## config.mk

```make
export PLATFORM = sky130hd
export DESIGN_NAME = command_frame_parser_bcd_decode_unit
export DESIGN_NICKNAME = d
export VERILOG_FILES = /design/src/rtl/core/cfpbcd_pkg.sv /design/src/rtl/core/cfpbcd_front.sv /design/src/rtl/core/cfpbcd_fifo.sv /design/src/rtl/core/cfpbcd_back.sv /design/src/rtl/core/command_frame_parser_bcd_decode_unit.sv
export VERILOG_INCLUDE_DIRS = /design/src /design/src/rtl/core
export SDC_FILE = /design/constraint.sdc
export NUM_CORES = 1
export LEC_CHECK = 0
export BUFFER_PORTS_ARGS = -buffer_cell sky130_fd_sc_hd__buf_2
export CAP_MARGIN = 20
export CORE_ASPECT_RATIO = 0.8
export CORE_MARGIN = 1.5
export CORE_UTILIZATION = 55
export DETAILED_ROUTE_END_ITERATION = 16
export GPL_TIMING_DRIVEN = 0
export HOLD_SLACK_MARGIN = 0.15
export PLACE_DENSITY = 0.73
export SLEW_MARGIN = 5
export SYNTH_ARGS = -nofsm -noshare
export SYNTH_HDL_FRONTEND = slang
export SYNTH_SLANG_ARGS = --single-unit
```

## constraint.sdc

```tcl
create_clock -name clk_i -period 18.2 [get_ports clk_i]
set_input_delay 2.73 -clock clk_i [delete_from_list [all_inputs] [get_ports clk_i]]
set_output_delay 2.73 -clock clk_i [all_outputs]
set_load 0.01 [all_outputs]
```

## src/rtl/core/command_frame_parser_bcd_decode_unit_macros.svh

```systemverilog
// Assertion macros shared by the frame parser RTL.
// CFP_ASSERT checks on clk_i and is disabled while rst_ni is low.
// CFP_ASSERT_ALWAYS checks on clk_i through reset as well.
`ifndef COMMAND_FRAME_PARSER_BCD_DECODE_UNIT_MACROS_SVH
`define COMMAND_FRAME_PARSER_BCD_DECODE_UNIT_MACROS_SVH

`ifndef SYNTHESIS
`define CFP_ASSERT(lbl, prop, msg) \
  lbl: assert property (@(posedge clk_i) disable iff (!rst_ni) prop) else $error(msg);
`define CFP_ASSERT_ALWAYS(lbl, prop, msg) \
  lbl: assert property (@(posedge clk_i) prop) else $error(msg);
`else
`define CFP_ASSERT(lbl, prop, msg)
`define CFP_ASSERT_ALWAYS(lbl, prop, msg)
`endif

`endif

```

## src/rtl/core/cfpbcd_pkg.sv

```systemverilog
package cfpbcd_pkg;

  localparam int unsigned IvW  = 22;
  localparam int unsigned VlW  = 9;
  localparam int unsigned MagW = 21;

  localparam logic [7:0] HDR0_BYTE  = 8'hEE;
  localparam logic [7:0] HDR1_BYTE  = 8'hAA;
  localparam logic [7:0] TAIL0_BYTE = 8'h00;
  localparam logic [7:0] TAIL1_BYTE = 8'hBB;
  localparam logic [7:0] SIGN_NEG_BYTE = 8'h00;
  localparam logic [7:0] SIGN_POS_BYTE = 8'h01;

  typedef enum logic [1:0] {
    PH_IDLE    = 2'd0,
    PH_HEADER  = 2'd1,
    PH_PAYLOAD = 2'd2
  } phase_e;

  typedef enum logic [1:0] {
    EV_NONE   = 2'd0,
    EV_ACCEPT = 2'd1,
    EV_REJECT = 2'd2
  } frame_ev_e;

  typedef enum logic [1:0] {
    SIGN_KEEP = 2'd0,
    SIGN_NEG  = 2'd1,
    SIGN_POS  = 2'd2
  } sign_e;

  // One classified word handed from the parser to the decoder.
  typedef struct packed {
    logic [7:0] echo;
    frame_ev_e  ev;
    logic [7:0] count;
    logic [7:0] cell_step;
    sign_e      iv_sign;
    logic [7:0] iv_hi;
    logic [7:0] iv_mid;
    logic [7:0] iv_lo;
    sign_e      vl_sign;
    logic [7:0] vl_byte;
  } cmd_t;

  function automatic sign_e sign_of(input logic [7:0] b);
    sign_e s;
    if (b == SIGN_NEG_BYTE) begin
      s = SIGN_NEG;
    end else if (b == SIGN_POS_BYTE) begin
      s = SIGN_POS;
    end else begin
      s = SIGN_KEEP;
    end
    return s;
  endfunction

  // Packed BCD pair, nibbles unchecked: 10*high + low, at most 165.
  function automatic logic [7:0] bcd_pair(input logic [7:0] b);
    logic [7:0] hi;
    logic [7:0] lo;
    hi = {4'b0000, b[7:4]};
    lo = {4'b0000, b[3:0]};
    return (hi << 3) + (hi << 1) + lo;
  endfunction

endpackage

```

## src/rtl/core/cfpbcd_front.sv

```systemverilog
`include "command_frame_parser_bcd_decode_unit_macros.svh"

module cfpbcd_front #(
  parameter int unsigned FRAME_LEN = 12
) (
  input  logic              clk_i,
  input  logic              rst_ni,
  input  logic              in_valid_i,
  input  logic [7:0]        rx_byte_i,
  input  logic              q_ready_i,
  output logic              push_o,
  output cfpbcd_pkg::cmd_t  cmd_o
);

  localparam int unsigned PosW = $clog2(FRAME_LEN);
  localparam logic [PosW-1:0] LastPos = PosW'(FRAME_LEN - 1);
  localparam logic [PosW-1:0] TailPos = PosW'(FRAME_LEN - 2);

  cfpbcd_pkg::phase_e phase_q, phase_d;
  logic [PosW-1:0]    pos_q, pos_d;
  logic [PosW-1:0]    pos_next;
  logic               accept;
  logic               frame_end;
  logic [7:0]         fb_q [2:9];
  logic [7:0]         tail0_q;

  assign accept   = in_valid_i && q_ready_i;
  assign pos_next = pos_q + PosW'(1);

  // Next parse phase and position.
  always_comb begin
    phase_d   = phase_q;
    pos_d     = pos_q;
    frame_end = 1'b0;
    if (accept) begin
      case (phase_q)
        cfpbcd_pkg::PH_IDLE: begin
          pos_d = '0;
          if (rx_byte_i == cfpbcd_pkg::HDR0_BYTE) begin
            phase_d = cfpbcd_pkg::PH_HEADER;
          end
        end
        cfpbcd_pkg::PH_HEADER: begin
          if (rx_byte_i == cfpbcd_pkg::HDR1_BYTE) begin
            phase_d = cfpbcd_pkg::PH_PAYLOAD;
            pos_d   = PosW'(1);
          end else begin
            phase_d = cfpbcd_pkg::PH_IDLE;
            pos_d   = '0;
          end
        end
        cfpbcd_pkg::PH_PAYLOAD: begin
          pos_d = pos_next;
          if (pos_next == LastPos) begin
            frame_end = 1'b1;
            phase_d   = cfpbcd_pkg::PH_IDLE;
            pos_d     = '0;
          end
        end
        default: begin
          phase_d = cfpbcd_pkg::PH_IDLE;
          pos_d   = '0;
        end
      endcase
    end
  end

  // Classified word for the decoder.
  always_comb begin
    cmd_o.echo    = rx_byte_i;
    cmd_o.ev      = cfpbcd_pkg::EV_NONE;
    if (frame_end) begin
      if (tail0_q == cfpbcd_pkg::TAIL0_BYTE && rx_byte_i == cfpbcd_pkg::TAIL1_BYTE) begin
        cmd_o.ev = cfpbcd_pkg::EV_ACCEPT;
      end else begin
        cmd_o.ev = cfpbcd_pkg::EV_REJECT;
      end
    end
    cmd_o.count     = fb_q[2];
    cmd_o.cell_step = fb_q[3];
    cmd_o.iv_sign   = cfpbcd_pkg::sign_of(fb_q[4]);
    cmd_o.iv_hi     = fb_q[5];
    cmd_o.iv_mid    = fb_q[6];
    cmd_o.iv_lo     = fb_q[7];
    cmd_o.vl_sign   = cfpbcd_pkg::sign_of(fb_q[8]);
    cmd_o.vl_byte   = fb_q[9];
    push_o          = accept;
  end

  always_ff @(posedge clk_i or negedge rst_ni) begin
    if (!rst_ni) begin
      phase_q <= cfpbcd_pkg::PH_IDLE;
      pos_q   <= '0;
    end else begin
      phase_q <= phase_d;
      pos_q   <= pos_d;
    end
  end

  // Keep only the payload bytes the decoder and tail check use.
  always_ff @(posedge clk_i) begin
    if (accept && phase_q == cfpbcd_pkg::PH_PAYLOAD) begin
      for (int k = 2; k <= 9; k++) begin
        if (pos_next == PosW'(k)) begin
          fb_q[k] <= rx_byte_i;
        end
      end
      if (pos_next == TailPos) begin
        tail0_q <= rx_byte_i;
      end
    end
  end

  `CFP_ASSERT(a_end_returns_idle,
    (push_o && cmd_o.ev != cfpbcd_pkg::EV_NONE)
      |=> (phase_q == cfpbcd_pkg::PH_IDLE && pos_q == '0),
    "frame end did not return the parser to idle")

endmodule

```

## src/rtl/core/cfpbcd_fifo.sv

```systemverilog
module cfpbcd_fifo (
  input  logic              clk_i,
  input  logic              rst_ni,
  input  logic              push_i,
  input  cfpbcd_pkg::cmd_t  wdata_i,
  output logic              ready_o,
  output logic              valid_o,
  input  logic              pop_i,
  output cfpbcd_pkg::cmd_t  rdata_o
);

  cfpbcd_pkg::cmd_t ent_q [2];
  logic             wr_ptr_q;
  logic             rd_ptr_q;
  logic [1:0]       count_q;

  assign ready_o = (count_q != 2'd2);
  assign valid_o = (count_q != 2'd0);
  assign rdata_o = ent_q[rd_ptr_q];

  always_ff @(posedge clk_i) begin
    if (push_i) begin
      ent_q[wr_ptr_q] <= wdata_i;
    end
  end

  always_ff @(posedge clk_i or negedge rst_ni) begin
    if (!rst_ni) begin
      wr_ptr_q <= 1'b0;
      rd_ptr_q <= 1'b0;
      count_q  <= 2'd0;
    end else begin
      if (push_i) begin
        wr_ptr_q <= ~wr_ptr_q;
      end
      if (pop_i) begin
        rd_ptr_q <= ~rd_ptr_q;
      end
      case ({push_i, pop_i})
        2'b10:   count_q <= count_q + 2'd1;
        2'b01:   count_q <= count_q - 2'd1;
        default: count_q <= count_q;
      endcase
    end
  end

endmodule

```

## src/rtl/core/cfpbcd_back.sv

```systemverilog
`include "command_frame_parser_bcd_decode_unit_macros.svh"

module cfpbcd_back (
  input  logic                          clk_i,
  input  logic                          rst_ni,
  input  logic                          valid_i,
  input  cfpbcd_pkg::cmd_t              cmd_i,
  output logic                          pop_o,
  output logic                          out_valid_o,
  input  logic                          out_ready_i,
  output logic [7:0]                    echo_byte_o,
  output logic [1:0]                    frame_event_o,
  output logic [7:0]                    item_count_setting_o,
  output logic [7:0]                    cell_step_setting_o,
  output logic [1:0]                    gain_class_o,
  output logic signed [cfpbcd_pkg::IvW-1:0] interval_value_o,
  output logic signed [cfpbcd_pkg::VlW-1:0] velocity_value_o
);

  logic                              out_valid_q;
  logic [7:0]                        echo_q;
  cfpbcd_pkg::frame_ev_e             ev_q;
  logic [7:0]                        count_q, count_d;
  logic [7:0]                        cell_q, cell_d;
  logic [1:0]                        class_q, class_d;
  logic signed [cfpbcd_pkg::IvW-1:0] iv_q, iv_d;
  logic signed [cfpbcd_pkg::VlW-1:0] vl_q, vl_d;
  logic [cfpbcd_pkg::MagW-1:0]       iv_mag;
  logic signed [cfpbcd_pkg::IvW-1:0] iv_mag_s;
  logic signed [cfpbcd_pkg::VlW-1:0] vl_mag_s;
  logic [1:0]                        new_class;

  // Take a word only when the result slot is free or being emptied.
  assign pop_o = valid_i && (!out_valid_q || out_ready_i);

  always_comb begin
    iv_mag = cfpbcd_pkg::MagW'(cfpbcd_pkg::bcd_pair(cmd_i.iv_hi)) * cfpbcd_pkg::MagW'(10000)
           + cfpbcd_pkg::MagW'(cfpbcd_pkg::bcd_pair(cmd_i.iv_mid)) * cfpbcd_pkg::MagW'(100)
           + cfpbcd_pkg::MagW'(cfpbcd_pkg::bcd_pair(cmd_i.iv_lo));
    iv_mag_s = $signed({1'b0, iv_mag});
    vl_mag_s = $signed({1'b0, cfpbcd_pkg::bcd_pair(cmd_i.vl_byte)});

    if (cmd_i.cell_step inside {[8'd0:8'd2]}) begin
      new_class = 2'd0;
    end else if (cmd_i.cell_step == 8'd3) begin
      new_class = 2'd1;
    end else if (cmd_i.cell_step == 8'd4) begin
      new_class = 2'd2;
    end else begin
      new_class = 2'd3;
    end
  end

  always_comb begin
    count_d = count_q;
    cell_d  = cell_q;
    class_d = class_q;
    iv_d    = iv_q;
    vl_d    = vl_q;
    case (cmd_i.ev)
      cfpbcd_pkg::EV_ACCEPT: begin
        count_d = cmd_i.count;
        cell_d  = cmd_i.cell_step;
        class_d = new_class;
        case (cmd_i.iv_sign)
          cfpbcd_pkg::SIGN_NEG: iv_d = -iv_mag_s;
          cfpbcd_pkg::SIGN_POS: iv_d = iv_mag_s;
          default:              iv_d = iv_q;
        endcase
        case (cmd_i.vl_sign)
          cfpbcd_pkg::SIGN_NEG: vl_d = -vl_mag_s;
          cfpbcd_pkg::SIGN_POS: vl_d = vl_mag_s;
          default:              vl_d = vl_q;
        endcase
      end
      cfpbcd_pkg::EV_REJECT: begin
        iv_d = '0;
        vl_d = '0;
      end
      default: begin
        iv_d = iv_q;
      end
    endcase
  end

  always_ff @(posedge clk_i or negedge rst_ni) begin
    if (!rst_ni) begin
      out_valid_q <= 1'b0;
      count_q     <= '0;
      cell_q      <= '0;
      class_q     <= '0;
      iv_q        <= '0;
      vl_q        <= '0;
    end else begin
      if (pop_o) begin
        out_valid_q <= 1'b1;
        count_q     <= count_d;
        cell_q      <= cell_d;
        class_q     <= class_d;
        iv_q        <= iv_d;
        vl_q        <= vl_d;
      end else if (out_ready_i) begin
        out_valid_q <= 1'b0;
      end
    end
  end

  always_ff @(posedge clk_i) begin
    if (pop_o) begin
      echo_q <= cmd_i.echo;
      ev_q   <= cmd_i.ev;
    end
  end

  assign out_valid_o          = out_valid_q;
  assign echo_byte_o          = echo_q;
  assign frame_event_o        = ev_q;
  assign item_count_setting_o = count_q;
  assign cell_step_setting_o  = cell_q;
  assign gain_class_o         = class_q;
  assign interval_value_o     = iv_q;
  assign velocity_value_o     = vl_q;

  `CFP_ASSERT(a_reject_clears,
    (pop_o && cmd_i.ev == cfpbcd_pkg::EV_REJECT) |=> (iv_q == '0 && vl_q == '0),
    "rejected frame did not clear interval and velocity")
  `CFP_ASSERT(a_accept_latches_cell,
    (pop_o && cmd_i.ev == cfpbcd_pkg::EV_ACCEPT) |=> (cell_q == $past(cmd_i.cell_step)),
    "accepted frame did not latch the cell value")
  `CFP_ASSERT_ALWAYS(a_settings_hold_while_waiting,
    (rst_ni && $past(rst_ni) && $past(out_valid_q && !out_ready_i)) |-> $stable(iv_q),
    "interval changed while a result was waiting")

endmodule

```

## src/rtl/core/command_frame_parser_bcd_decode_unit.sv

```systemverilog
// Channel   Handshake                  Payload
// --------  -------------------------  -------------------------------------------
// in        in_valid_i / in_ready_o    rx_byte_i
// out       out_valid_o / out_ready_i  echo_byte_o, frame_event_o,
//                                      item_count_setting_o, cell_step_setting_o,
//                                      gain_class_o, interval_value_o, velocity_value_o
//
// Sustains one word per cycle in and out; each input word yields exactly one result.
// From input accept to out_valid_o a word passes through the two-entry queue
// between parser and decoder, then through the decoder's result register.
// rst_ni (async, active low) returns the parser to idle and clears all latched settings.
// Either side may stall on its own: in_ready_o drops only when the queue is full.
module command_frame_parser_bcd_decode_unit #(
  parameter int unsigned FRAME_LEN = 12
) (
  input  logic                              clk_i,
  input  logic                              rst_ni,
  input  logic                              in_valid_i,
  output logic                              in_ready_o,
  input  logic [7:0]                        rx_byte_i,
  output logic                              out_valid_o,
  input  logic                              out_ready_i,
  output logic [7:0]                        echo_byte_o,
  output logic [1:0]                        frame_event_o,
  output logic [7:0]                        item_count_setting_o,
  output logic [7:0]                        cell_step_setting_o,
  output logic [1:0]                        gain_class_o,
  output logic signed [cfpbcd_pkg::IvW-1:0] interval_value_o,
  output logic signed [cfpbcd_pkg::VlW-1:0] velocity_value_o
);

  // Parser to queue.
  logic             push;
  cfpbcd_pkg::cmd_t push_cmd;
  // Queue to decoder.
  logic             q_valid;
  logic             pop;
  cfpbcd_pkg::cmd_t pop_cmd;

  // Front: track header, position and tail; snapshot the payload bytes.
  cfpbcd_front #(
    .FRAME_LEN (FRAME_LEN)
  ) u_front (
    .clk_i      (clk_i),
    .rst_ni     (rst_ni),
    .in_valid_i (in_valid_i),
    .rx_byte_i  (rx_byte_i),
    .q_ready_i  (in_ready_o),
    .push_o     (push),
    .cmd_o      (push_cmd)
  );

  // Two entries decouple the parser from a stalled output.
  cfpbcd_fifo u_fifo (
    .clk_i   (clk_i),
    .rst_ni  (rst_ni),
    .push_i  (push),
    .wdata_i (push_cmd),
    .ready_o (in_ready_o),
    .valid_o (q_valid),
    .pop_i   (pop),
    .rdata_o (pop_cmd)
  );

  // Back: decode BCD, apply signs, update settings, hold the result.
  cfpbcd_back u_back (
    .clk_i                (clk_i),
    .rst_ni               (rst_ni),
    .valid_i              (q_valid),
    .cmd_i                (pop_cmd),
    .pop_o                (pop),
    .out_valid_o          (out_valid_o),
    .out_ready_i          (out_ready_i),
    .echo_byte_o          (echo_byte_o),
    .frame_event_o        (frame_event_o),
    .item_count_setting_o (item_count_setting_o),
    .cell_step_setting_o  (cell_step_setting_o),
    .gain_class_o         (gain_class_o),
    .interval_value_o     (interval_value_o),
    .velocity_value_o     (velocity_value_o)
  );

endmodule

```

# --- Word level (Yosys, flattened, before mapping) ---
# Memory sizes are Yosys's and may differ from the RTL's.
# Index checks and enable logic that the tools add are counted.
totals:
  wordCells: 169
  regBits: 78
  inputBits: 12
  out_inout_bits: 61
  ram_bits: 188
  mem_count: 2
mem_list:
  columns: ["name", "depth", "word_bits", "read_ports", "rd_clocked_by_memory_dff", "write_ports", "line", "source"]
  rows:
  - ["u_fifo.ent_q", 2, 62, 1, 0, 1, "cfpbcd_fifo.sv:12", "cfpbcd_pkg::cmd_t ent_q [2];"]
  - ["u_front.fb_q", 8, 8, 8, 0, 1, "cfpbcd_front.sv:24", "logic [7:0] fb_q [2:9];"]
classes:
  n_lt_le_gt_ge: 2
  reduce_logical: 27
  n_addsub: 15
  multipliers: 2
  n_mux: 73
  eq_ne: 32
  bitwise_logic: 2
op_table:
  columns: ["op", "count"]
  rows:
  - ["one-hot mux 22 bit (2 select lines)", 2]
  - ["2-to-1 mux 8 bit", 7]
  - ["OR reduction 8 bit", 7]
  - ["2-to-1 mux 1 bit", 40]
  - ["one-hot mux 9 bit (2 select lines)", 2]
  - ["adder 7 x 5 -> 8 bit", 4]
  - ["adder 8 x 4 -> 8 bit", 4]
  - ["2-to-1 mux 4 bit", 8]
  - ["== test 8 bit (second input constant)", 3]
  - ["logical NOT 8 bit", 3]
  - ["2-to-1 mux 2 bit", 11]
  - ["negation 21 -> 22 bit", 1]
  - ["adder 21 x 15 -> 21 bit", 1]
  - ["adder 21 x 8 -> 21 bit", 1]
  - ["multiplier 8 x 10 -> 17 bit (second input constant)", 1]
  - ["== test 4 x 3 -> 1 bit (second input constant)", 4]
  - ["== test 4 bit (second input constant)", 4]
  - ["== test 8 x 1 -> 1 bit (second input constant)", 2]
  - ["multiplier 8 x 5 -> 13 bit (second input constant)", 1]
  - ["== test 2 x 1 -> 1 bit (second input constant)", 5]
  - ["== test 2 bit (second input constant)", 5]
  - ["negation 8 -> 9 bit", 1]
  - ["AND reduction 3 bit", 3]
  - ["== test 4 x 2 -> 1 bit (second input constant)", 2]
  - ["other kinds (20)", 31]

# --- Longest topological paths before layout ---
depth:
  word_depth: 13
  ltp_mapped: 39
  ltp_nobuf: 34

# --- By module ---
# Synthesis repeated with hierarchy kept, for this count alone.
hier_totals:
  cells_unflattened: 1081
  area_unflattened_um2: 14640.3
by_module_without_submodules:
  columns: ["mod", "cells_per_inst", "area_each_um2", "n_inst", "seq_area_each_um2"]
  rows:
  - ["cfpbcd_back", 652, 6381.1, 1, 1551.5]
  - ["cfpbcd_fifo", 209, 4961.0, 1, 3823.7]
  - ["cfpbcd_front", 220, 3298.2, 1, 2312.2]

# --- Worst setup path before layout ---
# No wires, ideal clock.
synth_timing:
  kind: "register -> register"
  from: "reg u_fifo.rd_ptr_q"
  to: "reg u_back.iv_q, in the netlist u_back.interval_value_o[20]"
  setup_slack_ns: 9.333
  arrival_time_ns: 8.746
  setup_ns: 0.121
  period_less_slack_ns: 8.867
  t_required_ns: 18.079
  path_stages_with_launch: 36
  n_path_buf: 5
  cell_sequence: "dfrtp_1 > clkbuf_1 > buf_1 > clkbuf_1 > clkbuf_1 > mux2_2 > ha_1 > ha_1 > fa_1 > a21o_1 > a21oi_1 > xor2_1 > inv_1 > ha_1 > ha_1 > inv_1 > fa_1 > inv_1 > fa_1 > ha_1 > nand3_1 > o211ai_1 > nor2_1 > xnor2_1 > ha_1 > ha_1 > buf_2 > and3_1 > and3b_1 > a221oi_1 > and2_0 > or4b_1 > nand3_2 > a41oi_2 > xor2_1 > a22o_1"
synth_between:
  elab_chain_len: 9
  word_cells_on_any_way: 21
  classes_between: "add/sub: 9; mul: 2; eq/ne: 5; mux: 2; reduce/logical: 2; memory: 1"
synth_rtl:
  columns: ["element", "line", "source"]
  rows:
  - ["start: declaration", "cfpbcd_fifo.sv:14", "logic rd_ptr_q;"]
  - ["start signal: assignment", "cfpbcd_fifo.sv:37", "rd_ptr_q <= ~rd_ptr_q;"]
  - ["memory read (2 x 62 bit) *", null, null]
  - ["adder 7 x 5 -> 8 bit", "cfpbcd_pkg.sv:64", "return (hi << 3) + (hi << 1) + lo;"]
  - ["adder 8 x 4 -> 8 bit", "cfpbcd_pkg.sv:64", null]
  - ["multiplier 8 x 10 -> 17 bit or multiplier 8 x 5 -> 13 bit (tied branches)", "cfpbcd_back.sv:37, cfpbcd_back.sv:38", null]
  - ["adder 21 x 15 -> 21 bit", "cfpbcd_back.sv:38", "+ cfpbcd_pkg::MagW'(cfpbcd_pkg::bcd_pair(cmd_i.iv_mid)) * cfpbcd_pkg::MagW'(100)"]
  - ["adder 21 x 8 -> 21 bit", "cfpbcd_back.sv:39", "+ cfpbcd_pkg::MagW'(cfpbcd_pkg::bcd_pair(cmd_i.iv_lo));"]
  - ["negation 21 -> 22 bit", "cfpbcd_back.sv:66", "cfpbcd_pkg::SIGN_NEG: iv_d = -iv_mag_s;"]
  - ["one-hot mux 22 bit (2 select lines)", "cfpbcd_back.sv:65", "case (cmd_i.iv_sign)"]
  - ["one-hot mux 22 bit (2 select lines)", "cfpbcd_back.sv:60", "case (cmd_i.ev)"]
  - ["end signal: assignment", "cfpbcd_back.sv:100", "iv_q <= iv_d;"]
  - ["end: declaration", "cfpbcd_back.sv:26", "logic signed [cfpbcd_pkg::IvW-1:0] iv_q, iv_d;"]
# Every way passes the cells marked *; elsewhere a longest branch is shown, timed or not.
# A chain may end at the register's enable or synchronous reset.

# --- Final worst setup path ---
# Ends and elaborated chain as after synthesis.

==> results by stage <==
Outcome:
- The run finished with clean final reports.

Finish:
- 0 antenna diodes ended up in the layout.
- The layout cell share with drive strength beyond 1 is 0.137.
- The total number of nets in the final design is 1344.
- After routing the design area is 15600 um2.
- The layout has 1809 filler cells.
- Relative to the synthesized area, the layout overhead comes to 12.2%.

CTS:
- The post-CTS setup buffer count is 0.
- The number of H-tree branching levels is 1.
- Counting every sink on the clock net gives 266.
- TritonCTS created 25 clock buffers.
- The root buffer cell chosen for the clock tree is sky130_fd_sc_hd__clkbuf_16.
- Buffers inserted to repair hold after CTS numbered 0.
- The clock latency of the later-clocked register in the worst-skew pair is 520 ps.
- The clock tree from TritonCTS is built.
- The number of gates resized after CTS is 0.
- The longest clock path from root to sink contains 3 buffers.
- Clock-pin slew was measured on the worst setup and hold paths at 60 ps.

Worst setup path:
- STA puts the critical path data arrival time at 10930 ps.
- The highest net fanout along the worst path is 10.
- In this run the critical register-to-register path is captured at u_back.interval_value_o[20].
- The worst register-to-register path begins at u_fifo.rd_ptr_q.
- For this design, the slowest cell found on the critical path is sky130_fd_sc_hd__clkbuf_1.
- In this design, the stage delay of the slowest critical-path cell is 800 ps.
- For the worst setup path, the data required time is 18600 ps.
- The worst setup path is launched from a register.
- The most prevalent standard cell on the critical path is sky130_fd_sc_hd__ha_1.
- By startpoint and endpoint, the worst setup path is classified as reg2reg.
- The minimum setup slack among reg-to-reg paths is 7670 ps.
- Measured in cells, the most critical reg-to-reg path has a length of 35.
- The worst setup path is captured at a register.

STA:
- Dividing the final minimum period by the clock period gives 0.579.
- The final number of max-transition violations was 0.
- The worst setup skew after layout is 14.7 ps.
- The final setup violation count is 0.
- The final total negative setup slack is 0 ps.
- Measured against its own limit, the worst slew margin works out to 0.339.
- Setup repair after global routing left no endpoint under its margin.
- The slew at the pin with the worst max-slew slack is 992 ps.
- The final hold violation count is 0.
- The maximum operating frequency is 95.0 MHz.
- The minimum period implied by the final worst setup slack is 10530 ps.

Place:
- In this run the cell area measured after placement is 14800 um2.
- Port buffering added 72 buffers.
- The final weighted congestion of routability-driven global placement is 0.853.
- Summed over all nets, the half-perimeter wirelength after detailed placement is 18700 um.

Yosys:
- The fraction of the yosys area taken by sequential cells is 0.552.
- The area share of the largest cell type after synthesis is 0.445.
- The average cell area after synthesis is 13.1 um2.
- In this run the cell area of the synthesized design comes to 13900 um2.
- For this run, asynchronously set or reset flops after synthesis account for 0.226.
- The count of synthesis-stage warnings from yosys is 0.
- The most used flip-flop cell after synthesis is sky130_fd_sc_hd__edfxtp_1.
- The number of enable-type register cells in the synthesized netlist is 206.
- Yosys mapped the design onto 65 distinct sky130hd cell types.
- Synthesis handed over a netlist of 1064 instances.
- By area the synthesized netlist is led by sky130_fd_sc_hd__edfxtp_1 (44%), sky130_fd_sc_hd__ha_1 (12%), sky130_fd_sc_hd__dfrtp_1 (11%).
- When the netlist entered floorplanning its net count stood at 1241.
- The top cell type by total area after synthesis is sky130_fd_sc_hd__edfxtp_1.
- The flop and latch count out of synthesis is 266.

Floorplan:
- In this run the vertical extent of the chip is 145 um.
- The initial core utilization is 0.566.
- Row generation in the floorplan step produced 51 rows.
- For this design the top-level I/O count stands at 73.
- The core box area is 24600 um2.
- The die covers 26300 um2.
- The die span in x is 181 um.

Routing:
- In this run the remaining antenna-violating nets after routing total 0.
- The DRC marker count from the first detailed-route iteration is 479.
- The first-pass iteration count of the detailed router is 5.
- The per-cell routed wire length is 16.9 um.
- Summing over every cut layer, the via total after detailed routing is 8228.
- The wire length reported by the detailed router is 25400 um.
- In the routed design, unresolved DRC markers number 0.
- The number of vias per cell is 5.47.

GRT:
- The maximum number of pins on one net before global-route repair is 61.
- The number of antenna violations at the first check in global routing is 0.
- The first global-routing pass estimated 41000 um of wire.
- The number of global-route vias before repair was 8051.
- Across every metal layer, demand over resource in global routing totals 0.197.
- The overflow left after global routing is 0.

Hold path:
- The startpoint identified for the worst hold timing path is u_front.fb_q[0][56].
- The worst hold path endpoint is u_fifo.ent_q[1][10].
- In this run the worst hold path is classified as reg2reg.
- The worst hold path was traced through 0 stages.

Flow run:
- The max-cap violation count is 0.
state kept, by name, indices dropped and copies added, names as in the netlist:
name                         cells
u_fifo.ent_q                   124
u_back.interval_value_o         22
u_fifo.count_q                   2
u_front.tail0_q                  8
u_back.velocity_value_o          9
u_front.fb_q                    64
u_back.item_count_setting_o      8
u_fifo.wr_ptr_q                  1
u_back.frame_event_o             2
u_back.cell_step_setting_o       8
u_back.gain_class_o              2
u_back.echo_byte_o               8
u_fifo.rd_ptr_q                  1
u_back.out_valid_o               1
u_front.pos_q                    4
u_front.phase_q                  2
final cells by class:
class | count | area [um2] | share of cell area
multi-input combinational | 675 | 5780 | 0.370
timing repair buffer | 76 | 438 | 0.0280
sequential | 266 | 7690 | 0.492
buffer | 25 | 97.6 | 0.00625
clock buffer | 25 | 626 | 0.0401
tap | 318 | 398 | 0.0255
clock inverter | 21 | 223 | 0.0143
inverter | 98 | 368 | 0.0236
worst max path at each step:
stage / from / endpoint / slack, ps
floorplan: u_fifo.rd_ptr_q / u_back.interval_value_o[20] / 9330
global placement: u_fifo.rd_ptr_q / u_back.interval_value_o[21] / 7810
detailed placement: u_fifo.rd_ptr_q / u_back.interval_value_o[21] / 7640
CTS: u_fifo.rd_ptr_q / u_back.interval_value_o[21] / 7630
global route: u_fifo.rd_ptr_q / u_back.interval_value_o[20] / 7050
finish: u_fifo.rd_ptr_q / u_back.interval_value_o[20] / 7670
logic make-up (layout without fill, tap and decap cells):
kind of cell | Yosys count | count (layout) | share of synthesized area
AOI/OAI and AO/OA | 174 | 174 | 0.0854
xor gates and xnor gates | 69 | 69 | 0.0440
adders and majority gates | 166 | 166 | 0.165
buffers and inverters | 123 | 245 | 0.0334
DFF | 266 | 266 | 0.552
muxes | 64 | 64 | 0.0487
and+or+nand+nor | 202 | 202 | 0.0712
worst max-delay path: cells and delay by family (launching register included):
kind	cells	cell delay, ps
fa+ha+maj	9	3580
mux	1	250
simple gates	7	1420
buf+inv	9	2850
compound gates	6	1350
xor+xnor	3	640
flops	1	320
per-layer routing:
layer | GRT usage | wire (um) | vias to the layer above
li1 | - | - | 4090
met1 | 0.293 | 12800 | 3929
met2 | 0.312 | 11200 | 182
met3 | 0.0261 | 1050 | 27
met4 | 0.0366 | 391 | 0
met5 | 0 | 0 | -
synth_stat cells, types with 8 or more instances:
| cell | count |
|---|---|
| sky130_fd_sc_hd__nor3_1 | 15 |
| sky130_fd_sc_hd__a22o_1 | 18 |
| sky130_fd_sc_hd__dfrtp_1 | 60 |
| sky130_fd_sc_hd__mux2_2 | 30 |
| sky130_fd_sc_hd__clkbuf_1 | 19 |
| sky130_fd_sc_hd__o31ai_1 | 12 |
| sky130_fd_sc_hd__xnor2_1 | 46 |
| sky130_fd_sc_hd__xor2_1 | 22 |
| sky130_fd_sc_hd__o21ai_0 | 33 |
| sky130_fd_sc_hd__a21oi_1 | 33 |
| sky130_fd_sc_hd__edfxtp_1 | 206 |
| sky130_fd_sc_hd__a211oi_1 | 8 |
| sky130_fd_sc_hd__nor2_1 | 51 |
| sky130_fd_sc_hd__nand3_1 | 15 |
| sky130_fd_sc_hd__a31oi_1 | 8 |
| sky130_fd_sc_hd__inv_1 | 98 |
| sky130_fd_sc_hd__and3_1 | 10 |
| sky130_fd_sc_hd__mux2i_1 | 34 |
| sky130_fd_sc_hd__a21o_1 | 15 |
| sky130_fd_sc_hd__nand2_1 | 58 |
| sky130_fd_sc_hd__fa_1 | 29 |
| sky130_fd_sc_hd__ha_1 | 136 |
placed cells by master (no fill, tap or decap), drive strengths merged, types with 34 or more instances in the layout:
cell    Yosys  final
nand2      58     58
xnor2      46     46
dfrtp      60     60
edfxtp    206    206
clkbuf     19     44
mux2i      34     34
nor2       51     51
a21oi      34     34
buf         6     82
o21ai      37     37
inv        98    100
ha        136    136
through the flow:
stage / cells / worst slack [ps] / util / hold WS (ps)
3_3_place_gp: 1454 / 7810 / 0.597 / 422
5_1_grt: 1504 / 7050 / 0.636 / 449
3_5_place_dp: 1458 / 7640 / 0.601 / 429
2_1_floorplan: 1064 / 9330 / - / 421
6_report: 1504 / 7670 / 0.636 / 443
4_1_cts: 1504 / 7630 / 0.636 / 442
Power is not shown: default switching activity piles up to over one toggle a cycle in this logic, so the estimate is an artifact.
